--- config.mk ---
export PLATFORM = sky130hd
export DESIGN_NAME = four_level_page_walker_top_flat
export DESIGN_NICKNAME = d
export VERILOG_FILES = /design/src/sv/pgw_pkg.sv /design/src/sv/pgw_in_if.sv /design/src/sv/pgw_out_if.sv /design/src/sv/pgw_step.sv /design/src/sv/four_level_page_walker_top.sv /design/src/flat_wrapper.sv
export SDC_FILE = /design/constraint.sdc
export NUM_CORES = 1
export LEC_CHECK = 0
export BUFFER_PORTS_ARGS = -buffer_cell sky130_fd_sc_hd__buf_2
export CAP_MARGIN = 20
export CORE_MARGIN = 2
export CORE_UTILIZATION = 53
export CTS_CLUSTER_DIAMETER = 80
export DETAILED_ROUTE_END_ITERATION = 8
export MAX_ROUTING_LAYER = met4
export PLACE_DENSITY = 0.75
export SETUP_SLACK_MARGIN = 0.5
export SYNTH_ARGS = -nofsm -noshare
export SYNTH_HDL_FRONTEND = slang
export SYNTH_SLANG_ARGS = --single-unit
--- constraint.sdc ---
create_clock -name clk -period 12.3 [get_ports clk]
set_input_delay 1.845 -clock clk [delete_from_list [all_inputs] [get_ports clk]]
set_output_delay 1.845 -clock clk [all_outputs]
set_load 0.05 [all_outputs]
--- src/sv/pgw_pkg.sv ---
// Page walker package: widths, frame masks, codes and shared types.
package pgw_pkg;

  localparam int PHYS_ADDR_BITS = 36;
  localparam int ADDR_W         = 64;
  localparam int VA_W           = 48;
  localparam int PA_W           = 52;
  localparam int IDX_W          = 9;

  localparam int PRESENT_BIT = 0;
  localparam int LARGE_BIT   = 7;

  localparam logic KIND_REQUEST = 1'b0;
  localparam logic KIND_ENTRY   = 1'b1;
  localparam logic RES_READ     = 1'b0;
  localparam logic RES_DONE     = 1'b1;

  localparam logic [ADDR_W-1:0] BASE_MASK       = ~64'hF;
  localparam logic [ADDR_W-1:0] PHYS_LIMIT_MASK = (64'd1 << PHYS_ADDR_BITS) - 64'd1;
  localparam logic [ADDR_W-1:0] FRAME_4K_MASK   = PHYS_LIMIT_MASK & ~64'hFFF;
  localparam logic [ADDR_W-1:0] FRAME_2M_MASK   = PHYS_LIMIT_MASK & ~64'h1F_FFFF;
  localparam logic [ADDR_W-1:0] FRAME_1G_MASK   = 64'h000F_FFFF_C000_0000;

  typedef enum logic [2:0] {
    LVL_IDLE = 3'd0,
    LVL_PML4 = 3'd1,
    LVL_PDPT = 3'd2,
    LVL_PD   = 3'd3,
    LVL_PT   = 3'd4
  } level_t;

  typedef struct packed {
    logic              kind;
    logic [ADDR_W-1:0] table_base;
    logic [VA_W-1:0]   virtual_address;
    logic [ADDR_W-1:0] entry_data;
  } item_t;

  typedef struct packed {
    logic              result_kind;
    logic [ADDR_W-1:0] read_address;
    logic [PA_W-1:0]   phys_addr;
  } result_t;

  typedef struct packed {
    level_t          level;
    logic [VA_W-1:0] va;
  } walk_state_t;

endpackage

--- src/sv/pgw_in_if.sv ---
// Input channel: translation requests and returned table entries.
interface pgw_in_if;
  logic                        valid;
  logic                        ready;
  logic                        kind;
  logic [pgw_pkg::ADDR_W-1:0]  table_base;
  logic [pgw_pkg::VA_W-1:0]    virtual_address;
  logic [pgw_pkg::ADDR_W-1:0]  entry_data;

  modport source (output valid, kind, table_base, virtual_address, entry_data,
                  input ready);
  modport sink   (input valid, kind, table_base, virtual_address, entry_data,
                  output ready);
endinterface

--- src/sv/pgw_out_if.sv ---
// Result channel: memory read requests and finished translations.
interface pgw_out_if;
  logic                       valid;
  logic                       ready;
  logic                       result_kind;
  logic [pgw_pkg::ADDR_W-1:0] read_address;
  logic [pgw_pkg::PA_W-1:0]   phys_addr;

  modport source (output valid, result_kind, read_address, phys_addr,
                  input ready);
  modport sink   (input valid, result_kind, read_address, phys_addr,
                  output ready);
endinterface

--- src/sv/pgw_step.sv ---
// One walk step: next walk state and result from the current state and one item.
module pgw_step (
  input  pgw_pkg::item_t       item,
  input  pgw_pkg::walk_state_t state,
  output pgw_pkg::walk_state_t state_nxt,
  output pgw_pkg::result_t     res,
  output logic                 res_valid
);

  logic [pgw_pkg::ADDR_W-1:0] e;
  logic [pgw_pkg::ADDR_W-1:0] frame_4k;
  logic [pgw_pkg::ADDR_W-1:0] pa_1g;
  logic [pgw_pkg::ADDR_W-1:0] pa_2m;
  logic [pgw_pkg::ADDR_W-1:0] pa_4k;
  logic [pgw_pkg::ADDR_W-1:0] off_pml4;
  logic [pgw_pkg::ADDR_W-1:0] off_pdpt;
  logic [pgw_pkg::ADDR_W-1:0] off_pd;
  logic [pgw_pkg::ADDR_W-1:0] off_pt;
  logic                       present;
  logic                       big_page;

  assign e        = item.entry_data;
  assign present  = e[pgw_pkg::PRESENT_BIT];
  assign big_page = e[pgw_pkg::LARGE_BIT];
  assign frame_4k = e & pgw_pkg::FRAME_4K_MASK;

  // entry index times 8, never reaches bit 12 so an OR with the frame adds
  assign off_pml4 = {52'd0, item.virtual_address[47:39], 3'b000};
  assign off_pdpt = {52'd0, state.va[38:30], 3'b000};
  assign off_pd   = {52'd0, state.va[29:21], 3'b000};
  assign off_pt   = {52'd0, state.va[20:12], 3'b000};

  assign pa_1g = (e & pgw_pkg::FRAME_1G_MASK) | {34'd0, state.va[29:0]};
  assign pa_2m = (e & pgw_pkg::FRAME_2M_MASK) | {43'd0, state.va[20:0]};
  assign pa_4k = frame_4k | {52'd0, state.va[11:0]};

  always_comb begin
    state_nxt = state;
    res       = '0;
    res_valid = 1'b0;
    if (item.kind == pgw_pkg::KIND_REQUEST) begin
      state_nxt.level  = pgw_pkg::LVL_PML4;
      state_nxt.va     = item.virtual_address;
      res_valid        = 1'b1;
      res.result_kind  = pgw_pkg::RES_READ;
      res.read_address = (item.table_base & pgw_pkg::BASE_MASK) + off_pml4;
    end else begin
      case (state.level)
        pgw_pkg::LVL_IDLE: begin
          res_valid = 1'b0;
        end
        pgw_pkg::LVL_PML4: begin
          res_valid = 1'b1;
          if (!present) begin
            state_nxt.level = pgw_pkg::LVL_IDLE;
            res.result_kind = pgw_pkg::RES_DONE;
          end else begin
            state_nxt.level  = pgw_pkg::LVL_PDPT;
            res.result_kind  = pgw_pkg::RES_READ;
            res.read_address = frame_4k | off_pdpt;
          end
        end
        pgw_pkg::LVL_PDPT: begin
          res_valid = 1'b1;
          if (!present) begin
            state_nxt.level = pgw_pkg::LVL_IDLE;
            res.result_kind = pgw_pkg::RES_DONE;
          end else if (big_page) begin
            state_nxt.level = pgw_pkg::LVL_IDLE;
            res.result_kind = pgw_pkg::RES_DONE;
            res.phys_addr   = pa_1g[pgw_pkg::PA_W-1:0];
          end else begin
            state_nxt.level  = pgw_pkg::LVL_PD;
            res.result_kind  = pgw_pkg::RES_READ;
            res.read_address = frame_4k | off_pd;
          end
        end
        pgw_pkg::LVL_PD: begin
          res_valid = 1'b1;
          if (!present) begin
            state_nxt.level = pgw_pkg::LVL_IDLE;
            res.result_kind = pgw_pkg::RES_DONE;
          end else if (big_page) begin
            state_nxt.level = pgw_pkg::LVL_IDLE;
            res.result_kind = pgw_pkg::RES_DONE;
            res.phys_addr   = pa_2m[pgw_pkg::PA_W-1:0];
          end else begin
            state_nxt.level  = pgw_pkg::LVL_PT;
            res.result_kind  = pgw_pkg::RES_READ;
            res.read_address = frame_4k | off_pt;
          end
        end
        pgw_pkg::LVL_PT: begin
          // no present check at the last level; an empty frame fails
          res_valid       = 1'b1;
          state_nxt.level = pgw_pkg::LVL_IDLE;
          res.result_kind = pgw_pkg::RES_DONE;
          if (frame_4k != '0) begin
            res.phys_addr = pa_4k[pgw_pkg::PA_W-1:0];
          end
        end
        default: begin
          state_nxt.level = pgw_pkg::LVL_IDLE;
        end
      endcase
    end
  end

endmodule

--- src/sv/four_level_page_walker_top.sv ---
// Four-level page table walker: input register, walk step logic, result register.
// Each item passes the input register, then its result is held in the result register.
// Throughput: one item per cycle; a stalled result holds one more item in the input register.
// Data items that arrive with no walk open are dropped without a result.
// Reset (rst_n low, synchronous) empties both registers and leaves the walker idle.
module four_level_page_walker_top (
  input logic        clk,
  input logic        rst_n,
  pgw_in_if.sink     in_ch,
  pgw_out_if.source  out_ch
);

  logic                 s1_valid_r;
  pgw_pkg::item_t       s1_item_r;
  pgw_pkg::walk_state_t walk_r;
  pgw_pkg::walk_state_t walk_nxt;
  logic                 out_valid_r;
  pgw_pkg::result_t     out_res_r;
  pgw_pkg::result_t     step_res;
  logic                 step_res_valid;
  logic                 out_free;
  logic                 s1_fire;
  logic                 in_fire;
  pgw_pkg::item_t       in_item;

  assign in_item.kind            = in_ch.kind;
  assign in_item.table_base      = in_ch.table_base;
  assign in_item.virtual_address = in_ch.virtual_address;
  assign in_item.entry_data      = in_ch.entry_data;

  pgw_step u_step (
    .item      (s1_item_r),
    .state     (walk_r),
    .state_nxt (walk_nxt),
    .res       (step_res),
    .res_valid (step_res_valid)
  );

  assign out_free    = !out_valid_r || out_ch.ready;
  assign s1_fire     = s1_valid_r && (!step_res_valid || out_free);
  assign in_ch.ready = !s1_valid_r || s1_fire;
  assign in_fire     = in_ch.valid && in_ch.ready;

  always_ff @(posedge clk) begin
    if (!rst_n) begin
      s1_valid_r   <= 1'b0;
      out_valid_r  <= 1'b0;
      walk_r.level <= pgw_pkg::LVL_IDLE;
      walk_r.va    <= '0;
    end else begin
      if (in_ch.ready) begin
        s1_valid_r <= in_ch.valid;
      end
      if (s1_fire) begin
        walk_r <= walk_nxt;
      end
      if (s1_fire && step_res_valid) begin
        out_valid_r <= 1'b1;
      end else if (out_ch.ready) begin
        out_valid_r <= 1'b0;
      end
    end
  end

  always_ff @(posedge clk) begin
    if (in_fire) begin
      s1_item_r <= in_item;
    end
    if (s1_fire && step_res_valid) begin
      out_res_r <= step_res;
    end
  end

  assign out_ch.valid        = out_valid_r;
  assign out_ch.result_kind  = out_res_r.result_kind;
  assign out_ch.read_address = out_res_r.read_address;
  assign out_ch.phys_addr    = out_res_r.phys_addr;

endmodule

--- src/flat_wrapper.sv ---
// flat-port wrapper written by rule: the top's interface ports become plain ports
module four_level_page_walker_top_flat 
  (clk, rst_n, in_ch_valid, in_ch_kind, in_ch_table_base, in_ch_virtual_address, in_ch_entry_data, in_ch_ready, out_ch_valid, out_ch_result_kind, out_ch_read_address, out_ch_phys_addr, out_ch_ready);
  pgw_in_if in_ch_i ();
  pgw_out_if out_ch_i ();
  input logic clk;
  input logic rst_n;
  input wire logic [$bits(in_ch_i.valid)-1:0] in_ch_valid;
  input wire logic [$bits(in_ch_i.kind)-1:0] in_ch_kind;
  input wire logic [$bits(in_ch_i.table_base)-1:0] in_ch_table_base;
  input wire logic [$bits(in_ch_i.virtual_address)-1:0] in_ch_virtual_address;
  input wire logic [$bits(in_ch_i.entry_data)-1:0] in_ch_entry_data;
  output wire logic [$bits(in_ch_i.ready)-1:0] in_ch_ready;
  output wire logic [$bits(out_ch_i.valid)-1:0] out_ch_valid;
  output wire logic [$bits(out_ch_i.result_kind)-1:0] out_ch_result_kind;
  output wire logic [$bits(out_ch_i.read_address)-1:0] out_ch_read_address;
  output wire logic [$bits(out_ch_i.phys_addr)-1:0] out_ch_phys_addr;
  input wire logic [$bits(out_ch_i.ready)-1:0] out_ch_ready;
  assign in_ch_i.valid = in_ch_valid;
  assign in_ch_i.kind = in_ch_kind;
  assign in_ch_i.table_base = in_ch_table_base;
  assign in_ch_i.virtual_address = in_ch_virtual_address;
  assign in_ch_i.entry_data = in_ch_entry_data;
  assign in_ch_ready = in_ch_i.ready;
  assign out_ch_valid = out_ch_i.valid;
  assign out_ch_result_kind = out_ch_i.result_kind;
  assign out_ch_read_address = out_ch_i.read_address;
  assign out_ch_phys_addr = out_ch_i.phys_addr;
  assign out_ch_i.ready = out_ch_ready;
  four_level_page_walker_top u_core (.clk(clk), .rst_n(rst_n), .in_ch(in_ch_i), .out_ch(out_ch_i));
endmodule
==> results.sh, run 1 <==
export IMPL_crit_family="simple AND/OR/NAND/NOR gates"
export IMPL_wl_um=28200
export IMPL_seq_power_share=0.507
export IMPL_cts_tree="done"
export IMPL_grt_pass1_vias=8011
export IMPL_synth_async_reset_ratio=0
export IMPL_p_comb_frac=0.071
export IMPL_min_period_over_period=0.372
export IMPL_post_route_drc_count=0
export IMPL_initial_core_util=0.541
export IMPL_cts_resized=0
export IMPL_via_per_inst=5.50
export IMPL_yosysMostFrequentCell="edfxtp_1"
export IMPL_cts_sinks=309
export IMPL_first_pass_iters=7
export IMPL_crit_fanout=5
export IMPL_crit_top_cell="buf_2"
export IMPL_worst_slew_margin_rel=0.344
export IMPL_ir_worst_vdd_v=0.000143
export IMPL_synth_compound_area_frac=0.0724
export IMPL_synth_fa_ha_area_frac=0.00981
export IMPL_die_w_um=156
export IMPL_grt_start_max_net_pins=83
export IMPL_ys_warn_count=0
export IMPL_fin_skew_ps=19.4
export IMPL_cap_violations=0
export IMPL_worstMarginPinSlew_ps=985
export IMPL_detail_route_antenna_nets=0
export IMPL_synthMuxAreaShare=0.000920
export IMPL_drive_gt1_frac=0.286
export IMPL_clkTransAtPathRegs_ps=60
export IMPL_fin_crit_ps=4570
export IMPL_cp_arrival_ps=2730
export IMPL_die_area_um2=24300
export IMPL_clk_latency_ps=510
export IMPL_ys_top_cells_by_area="edfxtp_1 (65%), dfxtp_1 (7.2%), nand2_1 (4.0%)"
export IMPL_synth_common_cells="edfxtp_1 (265), nand2_1 (132), a21oi_1 (56)"
export IMPL_syn_area_um2=12200
export IMPL_nNetsFinal=1377
export IMPL_pwr_share_clk=0.422
export IMPL_setup_tns_final_ps=0
export IMPL_area_delta_synth_final_pct=22.6
export IMPL_wl_per_cell_um=18.8
export IMPL_postCtsSetupBuffers=0
export IMPL_power_density_nw_per_um2=160
export IMPL_path_buf_inv=2
export IMPL_status="complete, no violations"
export IMPL_die_h_um=156
export IMPL_cp_slowest_cell="nor2b_1"
export IMPL_grtUsageTotal=0.238
export IMPL_rsz0062_at_grt="no"
export IMPL_synth_top_family_by_area="simple AND/OR/NAND/NOR gates"
export IMPL_worst_ep_required_time_ps=10450
export IMPL_finalSetupViolations=0
export IMPL_hold_viol_final=0
export IMPL_hold_path_class="reg -> reg"
export IMPL_grt_overflow=0
export IMPL_synth_top_area_frac=0.650
export IMPL_start_kind="primary input"
export IMPL_placed_cells=1435
export IMPL_drt_iter0_drc=725
export IMPL_synthCells=912
export IMPL_timing_worst_setup_path_type="in -> out"
export IMPL_internal_power_mw=1.86
export IMPL_cts_made_buffers=34
export IMPL_hold_buffers=0
export IMPL_place_hpwl_um=19600
export IMPL_portBuffers=270
export IMPL_power_switching_uw=543
export IMPL_ys_seq_area_frac=0.722
export IMPL_synth_ff_type="edfxtp_1"
export IMPL_maxSlewViolCount=0
export IMPL_netSwitchingFraction=0.226
export IMPL_placeableCoreArea_um2=22600
export IMPL_synth_cell_type_count=58
export IMPL_cp_cell_sequence="buf_2 > nor2b_1 > nand3_1 > buf_2"
export IMPL_fmax_mhz=219
export IMPL_synth_xor_xnor_area_share=0.0386
export IMPL_syn_mean_instance_area_um2=13.4
export IMPL_ys_ff_latch=309
export IMPL_htreeDepth=2
export IMPL_yosysTopAreaCell="edfxtp_1"
export IMPL_synth_edf_count=265
export IMPL_root_buffer="clkbuf_16"
export IMPL_fin_cells=1498
export IMPL_endpoint_kind="primary output"
export IMPL_crit_path_max_incr_delay_ps=370
export IMPL_synth_simple_area_share=0.134
export IMPL_cts_buffer_depth=3
export IMPL_grt_pass1_wl_um=42700
export IMPL_power_leakage_nw=5.50
export IMPL_gp_congestion=0.907
export IMPL_vias=8240
export IMPL_num_rows=55
export IMPL_antenna_found_initial=1
export IMPL_ios=300
path summary, 6_finish.rpt:
check | cells after the start | to | start | slack [ps]
setup / recovery | 4 | in_ch_ready | out_ch_ready | 7730
hold / removal | 2 | u_core.walk_r[11] | u_core.walk_r[11] | 450
setup reg to reg | 4 | u_core.s1_item_r[163] | u_core.s1_item_r[176] | 9120
hold reg to reg | 2 | u_core.walk_r[11] | u_core.walk_r[11] | 450
cells in the final DEF (no fill, tap or decap), types with 5 or more instances in the layout:
cell type  instances
clkinv_1           7
ha_1               8
xnor2_1           48
nor3_1            23
inv_1             17
o22ai_1            9
and2_1            36
a21oi_1           56
o21ai_0           31
nand3_1           28
clkbuf_16         34
dfxtp_1           44
clkinv_2           5
nor2_1            43
nor4_1            21
clkbuf_1           5
nand4_1            9
a222oi_1           9
edfxtp_1         265
nor2b_1           11
a22oi_1            9
nand2_1          132
buf_2            270
bufinv_16          5
a22o_1             9
buf_4             10
xor2_1             6
worst min-delay path, stage by stage (launching register included):
cell and delay (ps):
dfxtp_1 300, nand2_1 50, a21oi_1 50
power by group through the flow:
stage          Clock (mW)  Combinational [mW]  Sequential, mW
2_1_floorplan           0              0.0703            1.28
3_3_place_gp            0               0.168            1.24
3_5_place_dp            0               0.170            1.24
4_1_cts              1.03               0.171            1.22
5_1_grt              1.07               0.185            1.22
6_report             1.01               0.170            1.22
metrics by stage:
stage / cell area (um2) / util / hold slack, ps / setup slack [ps] / total power, mW
6_report: 15000 / 0.662 / 448 / 7730 / 2.40
5_1_grt: 15000 / 0.662 / 461 / 7630 / 2.48
4_1_cts: 15000 / 0.662 / 451 / 7720 / 2.42
3_5_place_dp: 13900 / 0.612 / 442 / 7720 / 1.41
3_3_place_gp: 13900 / 0.612 / 437 / 7740 / 1.41
2_1_floorplan: 12200 / - / 432 / 2100 / 1.35
sequential cells by signal, indices dropped and copies added (netlist names):
name / flops
u_core.out_ch.phys_addr: 52
u_core.out_ch.read_address: 61
u_core.out_ch.result_kind: 1
u_core.out_ch.valid: 1
u_core.s1_item_r: 151
u_core.s1_valid_r: 1
u_core.walk_r: 42
cells by family after synthesis:
logic type                 after synthesis
AOI/OAI and AO/OA                      144
other                                    1
muxes                                    1
and+or+nand+nor                        332
adders and majority gates                9
xor gates and xnor gates                54
buffers and inverters                   62
DFF                                    309
routing by layer:
metal	vias up	wire length, um	GRT usage
met1	3912	11900	0.319
met3	65	1950	0.0350
met5	-	0	-
met4	0	773	0.0799
li1	3909	-	-
met2	354	13600	0.377
cell type report:
type,instances,area (um2)
antenna,2,5.00
clock buffer,39,870
clock inverter,21,248
fill,1672,7640
inverter,18,67.6
multi-input combinational,543,3170
sequential,309,8840
tap,285,357
timing repair buffer,281,1440
Note: power is estimated with default switching activity, not from simulation.
==> run 2: changes to the inputs <==
ABC_AREA = 1   (was default)
CORE_UTILIZATION = 49   (was 53)
PLACE_DENSITY = 0.72   (was 0.75)
clock period = 4 ns   (was 12.3 ns; I/O delays follow)
==> results.sh, run 2 <==
export IMPL_setup_tns_final_ps=0
export IMPL_cp_startpoint="u_core.s1_item_r[116]"
export IMPL_power_density_nw_per_um2=445
export IMPL_synth_fa_ha_area_frac=0.00883
export IMPL_die_h_um=171
export IMPL_die_w_um=171
export IMPL_ios=300
export IMPL_yosysTopAreaCell="edfxtp_1"
export IMPL_nNetsFinal=1824
export IMPL_fin_crit_ps=2700
export IMPL_ys_top_cells_by_area="edfxtp_1 (59%), nand2_1 (9.6%), dfxtp_1 (6.5%)"
export IMPL_hold_path_class="in -> reg"
export IMPL_drive_gt1_frac=0.219
export IMPL_portBuffers=270
export IMPL_largest_reg_flops=151
export IMPL_vias=10624
export IMPL_wl_per_cell_um=18.6
export IMPL_nFillCells=2298
export IMPL_hold_buffers=0
export IMPL_hp_start="in_ch_entry_data[48]"
export IMPL_cts_tree="done"
export IMPL_cp_slowest_cell="fa_1"
export IMPL_initial_core_util=0.502
export IMPL_crit_path_max_incr_delay_ps=450
export IMPL_fmax_mhz=370
export IMPL_synth_async_reset_ratio=0
export IMPL_cp_arrival_ps=3020
export IMPL_via_per_inst=5.22
export IMPL_ys_ff_latch=309
export IMPL_wl_um=37900
export IMPL_synth_edf_count=265
export IMPL_synth_ff_type="edfxtp_1"
export IMPL_grtUsageTotal=0.265
export IMPL_use_met2=0.404
export IMPL_worst_ep_required_time_ps=4320
export IMPL_first_pass_iters=6
export IMPL_synth_simple_area_share=0.202
export IMPL_cts_made_buffers=31
export IMPL_crit_fanout=8
export IMPL_cp_cell_sequence="ha_1 > fa_1 > nand3_1 > nand3_1 > nand2_1 > nand3_1 > nand2_1 > xnor2_1 > nand2_1 > nand2_1"
export IMPL_grt_start_max_net_pins=109
export IMPL_synth_common_cells="nand2_1 (348), edfxtp_1 (265), inv_1 (151)"
export IMPL_syn_area_um2=13600
export IMPL_synth_cell_type_count=40
export IMPL_synthMuxAreaShare=0
export IMPL_placed_cells=1973
export IMPL_detail_route_antenna_nets=0
export IMPL_clk_latency_ps=570
export IMPL_ys_warn_count=0
export IMPL_start_kind="register"
export IMPL_busiest_layer="met2"
export IMPL_final_common_cell="nand2_1"
export IMPL_status="complete, no violations"
export IMPL_syn_mean_instance_area_um2=10.0
export IMPL_final_cell_mix="nand2_1 (348), buf_2 (270), edfxtp_1 (265)"
export IMPL_fin_cells=2036
export IMPL_hold_viol_final=0
export IMPL_met3_usage=0.0430
export IMPL_rrSetupSlack_ps=1300
export IMPL_synthCells=1357
export IMPL_cap_violations=0
export IMPL_cts_resized=0
export IMPL_maxSlewViolCount=0
export IMPL_grt_overflow=0
export IMPL_cts_sinks=309
export IMPL_gp_congestion=0.946
export IMPL_area_delta_synth_final_pct=20.4
export IMPL_fin_skew_ps=17.0
export IMPL_regMostFlops="u_core.s1_item_r"
export IMPL_worstMarginPinSlew_ps=795
export IMPL_ir_worst_vdd_v=0.000366
export IMPL_antenna_found_initial=5
export IMPL_synth_compound_area_frac=0.0781
export IMPL_power_mw=7.29
export IMPL_root_buffer="clkbuf_16"
export IMPL_synth_top_family_by_area="simple AND/OR/NAND/NOR gates"
export IMPL_finalSetupViolations=0
export IMPL_post_route_drc_count=0
export IMPL_yosysMostFrequentCell="nand2_1"
export IMPL_timing_worst_setup_path_type="reg -> reg"
export IMPL_place_hpwl_um=27800
export IMPL_endpoint_kind="register"
export IMPL_synth_top_area_frac=0.585
export IMPL_grt_pass1_wl_um=56300
export IMPL_clkTransAtPathRegs_ps=70
export IMPL_placeableCoreArea_um2=27100
export IMPL_timing_hold_ws_ps=197
export IMPL_min_period_over_period=0.676
export IMPL_power_leakage_nw=6.53
export IMPL_cts_buffer_depth=3
export IMPL_htreeDepth=1
export IMPL_synth_xor_xnor_area_share=0.00193
export IMPL_ys_seq_area_frac=0.650
export IMPL_die_area_um2=29100
export IMPL_crit_top_cell="nand2_1"
export IMPL_grt_use_met1=0.360
export IMPL_rsz0062_at_grt="no"
export IMPL_r2r_start="u_core.s1_item_r[116]"
export IMPL_num_rows=60
export IMPL_drt_iter0_drc=886
export IMPL_postCtsSetupBuffers=0
export IMPL_worst_slew_margin_rel=0.469
export IMPL_grt_pass1_vias=9985
-- run 2: final timing paths --
| kind | cells past startpoint | end |
|---|---|---|
| worst max-delay path | 10 | u_core.out_ch.read_address[28] |
| worst min-delay path | 1 | u_core.s1_item_r[48] |
| worst min register to register | 2 | u_core.walk_r[35] |
| worst max register to register | 10 | u_core.out_ch.read_address[28] |
-- run 2: through the flow --
stage	worst slack, ps	util	cell area [um2]
finish	1300	0.604	16400
global route	1200	0.604	16400
CTS	1340	0.604	16400
detailed placement	1240	0.566	15300
global placement	1280	0.566	15300
floorplan	91.9	-	13600
-- run 2: cell type report --
| type | count | area [um2] | share of cell area |
|---|---|---|---|
| multi-input cells | 855 | 3980 | 0.243 |
| clock buffers | 40 | 850 | 0.0519 |
| repair buffers | 279 | 1440 | 0.0882 |
| clock inverters | 18 | 171 | 0.0105 |
| well taps | 372 | 465 | 0.0284 |
| diodes | 5 | 12.5 | 0.000764 |
| flip-flops and latches | 309 | 8850 | 0.540 |
| inverters | 158 | 599 | 0.0366 |
-- run 2: power by group --
group	total, mW	switching, mW	internal (mW)	leakage [nW]
clock network	2.90	1.22	1.69	0.508
registers	3.77	0.106	3.67	2.87
logic	0.611	0.441	0.170	3.15
total	7.29	1.77	5.52	6.53
-- run 2: per-layer routing --
layer  up-vias  share of wire
met5         -              0
met4         0          0.037
met3        80          0.081
met2       470           0.46
met1      4924           0.43
li1       5150              -
-- run 2: kinds of logic after synthesis --
kind of cell | after synthesis
other | 1
and+or+nand+nor | 640
buffers and inverters | 195
xor gates and xnor gates | 3
AOI/OAI and AO/OA | 200
adders and majority gates | 9
DFF | 309
-- run 2: worst max-delay path: cells and delay by family, from the launching register on --
family                   cells  cell delay [ps]
XOR/XNOR                     1              110
AND/OR/NAND/NOR              7             1240
flip-flops                   1              380
adder cells (fa/ha/maj)      2              690
